## config.mk

```make
export PLATFORM = sky130hd
export DESIGN_NAME = wiit_queue
export DESIGN_NICKNAME = d
export VERILOG_FILES = /design/src/rtl/core/wiit_queue.sv
export SDC_FILE = /design/constraint.sdc
export NUM_CORES = 1
export LEC_CHECK = 0
export BUFFER_PORTS_ARGS = -buffer_cell sky130_fd_sc_hd__buf_2
export CAP_MARGIN = 20
export CORE_MARGIN = 4
export CORE_UTILIZATION = 40
export CTS_CLUSTER_DIAMETER = 200
export DETAILED_ROUTE_END_ITERATION = 8
export GPL_TIMING_DRIVEN = 1
export HOLD_SLACK_MARGIN = 0.08
export SKIP_LAST_GASP = 1
export SYNTH_ARGS = -nofsm -noshare
export SYNTH_HDL_FRONTEND = slang
export SYNTH_SLANG_ARGS = --single-unit
```

## constraint.sdc

```tcl
create_clock -name clk -period 2.75 [get_ports clk]
set_clock_uncertainty 0.05 [all_clocks]
set_input_delay 0.1375 -clock clk [delete_from_list [all_inputs] [get_ports clk]]
set_output_delay 0.1375 -clock clk [all_outputs]
set_load 0.05 [all_outputs]
```

## src/rtl/core/wiit_queue.sv

```systemverilog
module wiit_queue #(
  parameter int WIDTH = 8,
  parameter int DEPTH = 4
) (
  input  logic             clk,
  input  logic             rst,
  input  logic             push,
  input  logic [WIDTH-1:0] wdata,
  output logic             full,
  input  logic             pop,
  output logic [WIDTH-1:0] rdata,
  output logic             empty
);
  localparam int AW = (DEPTH > 1) ? $clog2(DEPTH) : 1;
  localparam int CW = $clog2(DEPTH + 1);
  localparam logic [AW-1:0] LAST = AW'(DEPTH - 1);
  localparam logic [CW-1:0] FULL_CNT = CW'(DEPTH);

  logic [WIDTH-1:0] mem [DEPTH];
  logic [AW-1:0]    wr_ptr;
  logic [AW-1:0]    rd_ptr;
  logic [CW-1:0]    count;
  logic             do_push;
  logic             do_pop;

  assign full    = (count == FULL_CNT);
  assign empty   = (count == '0);
  assign do_push = push && !full;
  assign do_pop  = pop && !empty;
  assign rdata   = mem[rd_ptr];

  always_ff @(posedge clk) begin
    if (rst) begin
      wr_ptr <= '0;
      rd_ptr <= '0;
      count  <= '0;
    end else begin
      if (do_push) begin
        wr_ptr <= (wr_ptr == LAST) ? '0 : wr_ptr + 1'b1;
      end
      if (do_pop) begin
        rd_ptr <= (rd_ptr == LAST) ? '0 : rd_ptr + 1'b1;
      end
      case ({do_push, do_pop})
        2'b10:   count <= count + 1'b1;
        2'b01:   count <= count - 1'b1;
        default: count <= count;
      endcase
    end
  end

  always_ff @(posedge clk) begin
    if (do_push) begin
      mem[wr_ptr] <= wdata;
    end
  end

endmodule

```

### Word-level counts from Yosys, hierarchy flattened

Memory sizes are Yosys's and may differ from the RTL's. A register that Yosys moved wholly into a read port is not among the register bits.
Index checks and enable logic that the tools add are counted.

* $add $sub $neg: 4
* equal/unequal tests: 5
* mux-type cells: 7
* reduce and logical (&&, ||, !) cells: 6

Operators with widths (count)
* $mux 2: 4
* $eq 2x2->1 const B: 3
* $pmux 3 s2: 1
* $add 2x1->2 const B: 2
* $add 3x1->3 const B: 1
* $eq 3x3->1 const B: 1
* $logic_not 3->1: 1
* $sub 3x1->3 const B: 1
* $eq 2x1->1 const B: 1
* $logic_and 1x1->1: 2
* $logic_not 1->1: 2
* $mux 1: 2
* $reduce_bool 2->1: 1

* register bits: 7
* memory bits (writable): 32
* bits of input ports: 12
* output and inout bits: 10
* logic and storage cells: 26
* memories: 1

Memories
* mem: words 4, bits a word 8, read ports 1, clocked after Yosys merged registers in 1, wr ports 1, RTL line 19 `logic [WIDTH-1:0] mem [DEPTH];`

### Longest topological paths before layout

* depth after elaboration: 5
* depth in mapped cells: 10
* mapped depth without buffers: 9

### Least setup slack after synthesis

Ideal clock, no wire load.

* path kind: register to register
* start: register count[2]
* end: register count[2]
* setup time: 0.070 ns
* arrival time: 2.280 ns
* data required time: 2.630 ns
* setup slack: 0.350 ns
* cell stages (with the launch flop): 11
* path buffers: 1
* clock period less this slack: 2.400 ns
* cell sequence: dfxtp_1 -> or3b_1 -> buf_6 -> and2_4 -> inv_1 -> ha_1 -> inv_1 -> fa_1 -> xor2_1 -> or3_2 -> a21oi_1

* cells in the longest elaborated chain, start to end: 5
* elaborated cells on any way between the ends: 12
* classes of those cells: add/sub: 2; eq/ne: 3; mux: 1; reduce/logical: 6

RTL lines
* start, declared: RTL line 22 `logic [CW-1:0] count;`
* start signal, assigned: RTL line 45 `2'b10: count <= count + 1'b1;`
* start signal, assigned: RTL line 46 `2'b01: count <= count - 1'b1;`
* start signal, assigned: RTL line 47 `default: count <= count;`
* $eq 3x3->1 or $logic_not 3->1 (tied branches): RTL line 26, 27
* $logic_not 1->1, on equally long branches: RTL line 28, 29
* $logic_and 1x1->1, on equally long branches: RTL line 28, 29
* $eq 2x1->1 or $eq 2x2->1 (tied branches): RTL line 44 `case ({do_push, do_pop})`
* $pmux 3 s2 or $reduce_bool 2->1 (tied branches)

Several ways; a longest one is shown, not always the timed one.
A chain may end at the register's enable or synchronous reset.

### Worst setup path in the final report

Ends and elaborated chain as after synthesis.

==> results.yml <==
critical_path:
  cpPeakStageDelay_ns: 0.42
  worstSetupStartpointType: "flip-flop"
  timing.setup.critical_path_class: "flip-flop to flip-flop"
  crit_slowest_cell: "sky130_fd_sc_hd__or3_2"
  crit_top_cell: "sky130_fd_sc_hd__inv_1"
  path_cells: "or3b_1, and2_4, inv_1, ha_1, inv_1, fa_1, xor2_1, or3_2, a21oi_1"
  worst-endpoint-required_ns: 2.92
  worst_setup_path_end_kind: "flip-flop"
  cp.arrival_ns: 2.61
  cp_max_fo: 5
global_route:
  grtUsageTotal: 0.1166
  vias_in_the_first_global_route: 902
  antenna_found_initial: 0
  pin_count_of_the_biggest_net_entering_global_routing: 13
  leftover_overflow_at_the_end_of_global_routing: 0
  grt_first_pass_wirelength_um: 4429
cells_and_area:
  drive_above_1_share: 0.3154
  finalNetCount: 148
  most_common_cell_after_layout_fill_and_taps_aside: "sky130_fd_sc_hd__edfxtp_1"
  postLayoutCellArea_um2: 1986
  fin_cells: 180
  filler_cell_count: 336
  antenna-diode-count: 0
  area_delta_synth_final_pct: 20.50
  final_cell_mix: "sky130_fd_sc_hd__edfxtp_1, sky130_fd_sc_hd__buf_2, sky130_fd_sc_hd__dfxtp_1"
yosys:
  mappedNetlistNets: 115
  synth_top_cell_by_area: "sky130_fd_sc_hd__edfxtp_1"
  ys_seq_elements: 41
  yosys_synthesis_warning_count: 0
  synth.lib_cells_used.distinct: 27
  yosysTopAreaCellShare: 0.5831
  post_synth_main_area_contributors: "sky130_fd_sc_hd__edfxtp_1, sky130_fd_sc_hd__dfxtp_1, sky130_fd_sc_hd__mux4_2"
  syn-instance-count: 96
  seq_area_frac_synth: 0.6925
  synth_area_per_cell_um2: 17.16
  syn-cell-area_um2: 1648
run:
  max_cap_violations: 0
timing:
  timing_worst_slew_pin_value_ns: 0.5630
  finalSetupTns_ns: 0
  period_share: 0.8884
  worst_slew_margin_rel: 0.6215
  max_freq_ghz: 0.4093
  finalHoldViolations: 0
  period_minus_ws_final_ns: 2.443
  rsz_0062_raised_after_global_routing: "no"
  maxSlewViolCount: 0
  total_of_endpoints_with_negative_setup_slack_in_the_final_report: 0
min_path:
  hold_path.class: "input pin to flip-flop"
clock_tree:
  numClockSinks: 41
  cts.clk_slew.worst_paths_ns: 0.07
  cts_made_buffers: 5
  post_cts.repair.setup_buffers: 0
  clock_latency_ns: 0.28
  max-clock-path-buffers: 2
  htree_levels: 2
  ctsRootBufferMaster: "sky130_fd_sc_hd__clkbuf_8"
  tritoncts_clock_tree: "done"
power_and_ir_drop:
  netSwitchingPower_mw: 0.6472
  power.ir.vdd_worst_v: 0.0005458
  power_density_nw_per_um2: 946.3
  combPwrFrac: 0.320
  power.static_leakage_nw: 0.7474
  p_int_mw: 1.232
  totalPowerFinal_mw: 1.879
  pwr-share-clk: 0.242
  sw_frac_of_total: 0.3444
  pwr-share-seq: 0.438
route:
  via_per_inst: 4.867
  route.vias.total: 876
  drt_iter0_drc: 68
  number_of_remaining_drc_errors: 0
  route.detailed.wl_per_inst_um: 14.62
  route.final.wire_length_um: 2632
  final_antenna_net_count: 0
  dr.pass1.iters: 4
floorplan:
  top_level_ports: 22
  die_height_um: 72.19
  floorplan.initialDensity: 0.4119
  core_area_um2: 4000
  die_area_um2: 5211
  chip_width_um: 72.19
  placement_rows: 23
place:
  post_dp_cell_area_um2: 1799
  buffer_ports.inserted: 21
  hpwl_um: 1861
  globalplace.congestion: 0.7270
  numPlacedInstances: 164
outcome:
  outcome: "complete, no violations"
cells by family (layout without fill, tap and decap cells):
| family | count (synthesis) | count (layout) | synth area share |
|---|---|---|---|
| flops | 41 | 41 | 0.6925 |
| simple gates | 17 | 17 | 0.05922 |
| buf+inv | 12 | 46 | 0.03264 |
| mux | 9 | 9 | 0.1154 |
| compound gates | 8 | 8 | 0.03189 |
| fa+ha+maj | 7 | 7 | 0.05771 |
| xor+xnor | 2 | 2 | 0.01063 |
Yosys cell counts, drive strengths merged:
cell and count:
nor2 4, and2 1, nor3 2, or3b 1, ha 6, mux2i 1
clkbuf 1, o31ai 2, o21ai 1, mux4 8, nand3 2, xor2 2
buf 3, inv 8, nand2 1, edfxtp 32, and3 4, fa 1
a21oi 4, or3 2, a21o 1, dfxtp 9
stage by stage:
stage	util	setup WS, ns	hold slack, ns
floorplan	-	0.3501	0.1864
global placement	0.4498	0.4173	0.2973
detailed placement	0.4498	0.3195	0.3087
CTS	0.4964	0.2987	0.08544
global route	0.4964	0.1575	0.08484
finish	0.4964	0.3069	0.08513
final cells by class:
cell class	count	area, um^2	share of cell area
clock buffers	6	72.57	0.03655
multi-input cells	43	452.9	0.2281
clock inverters	2	33.78	0.01701
inverters	8	30.03	0.01512
well taps	50	62.56	0.03151
flip-flops and latches	41	1141	0.5747
repair buffers	30	192.7	0.09704
final timing paths:
path                            slack (ns)       from  cells past startpoint   endpoint
worst min-delay path                  0.09        rst                      2   count[2]
worst max-delay path                  0.31   count[2]                      9   count[2]
worst min register to register        0.44  rd_ptr[0]                      2  rd_ptr[0]
worst max register to register        0.31   count[2]                      9   count[2]
sequential cells by signal, indices dropped and copies added, names as in the netlist, named ones only:
| register | flops |
|---|---|
| wr_ptr | 2 |
| rd_ptr | 2 |
| count | 3 |
| mem | 32 |
worst max-delay path: cells and delay by family (launching register included):
family          cells  cell delay [ns]
simple gates        3             0.97
fa+ha+maj           2             0.55
flops               1             0.38
xor+xnor            1             0.16
compound gates      1             0.15
buf+inv             2             0.12
layer usage:
layer / share of wire / track usage / vias to the layer above / wire length [um]
met4: 0.0072 / 0.03758 / 0 / 19
met2: 0.51 / 0.1860 / 25 / 1335
li1: - / - / 425 / -
met5: 0 / 0 / - / 0
met3: 0.051 / 0.05125 / 2 / 134
met1: 0.43 / 0.1423 / 424 / 1143
power by group through the flow:
| stage | combinational (mW) | sequential [mW] | clock, mW |
|---|---|---|---|
| final | 0.601 | 0.823 | 0.455 |
| after global routing | 0.645 | 0.842 | 0.504 |
| after CTS | 0.611 | 0.828 | 0.466 |
| after detailed placement | 0.601 | 0.842 | 0 |
| after global placement | 0.589 | 0.834 | 0 |
| after floorplan | 0.515 | 0.796 | 0 |
what timing repair did:
item	4_1_cts	5_1_grt
gates resized for setup	0	0
endpoints found under the hold margin	32	0
hold buffers	8	0
Power figures use the tool's default switching activity.
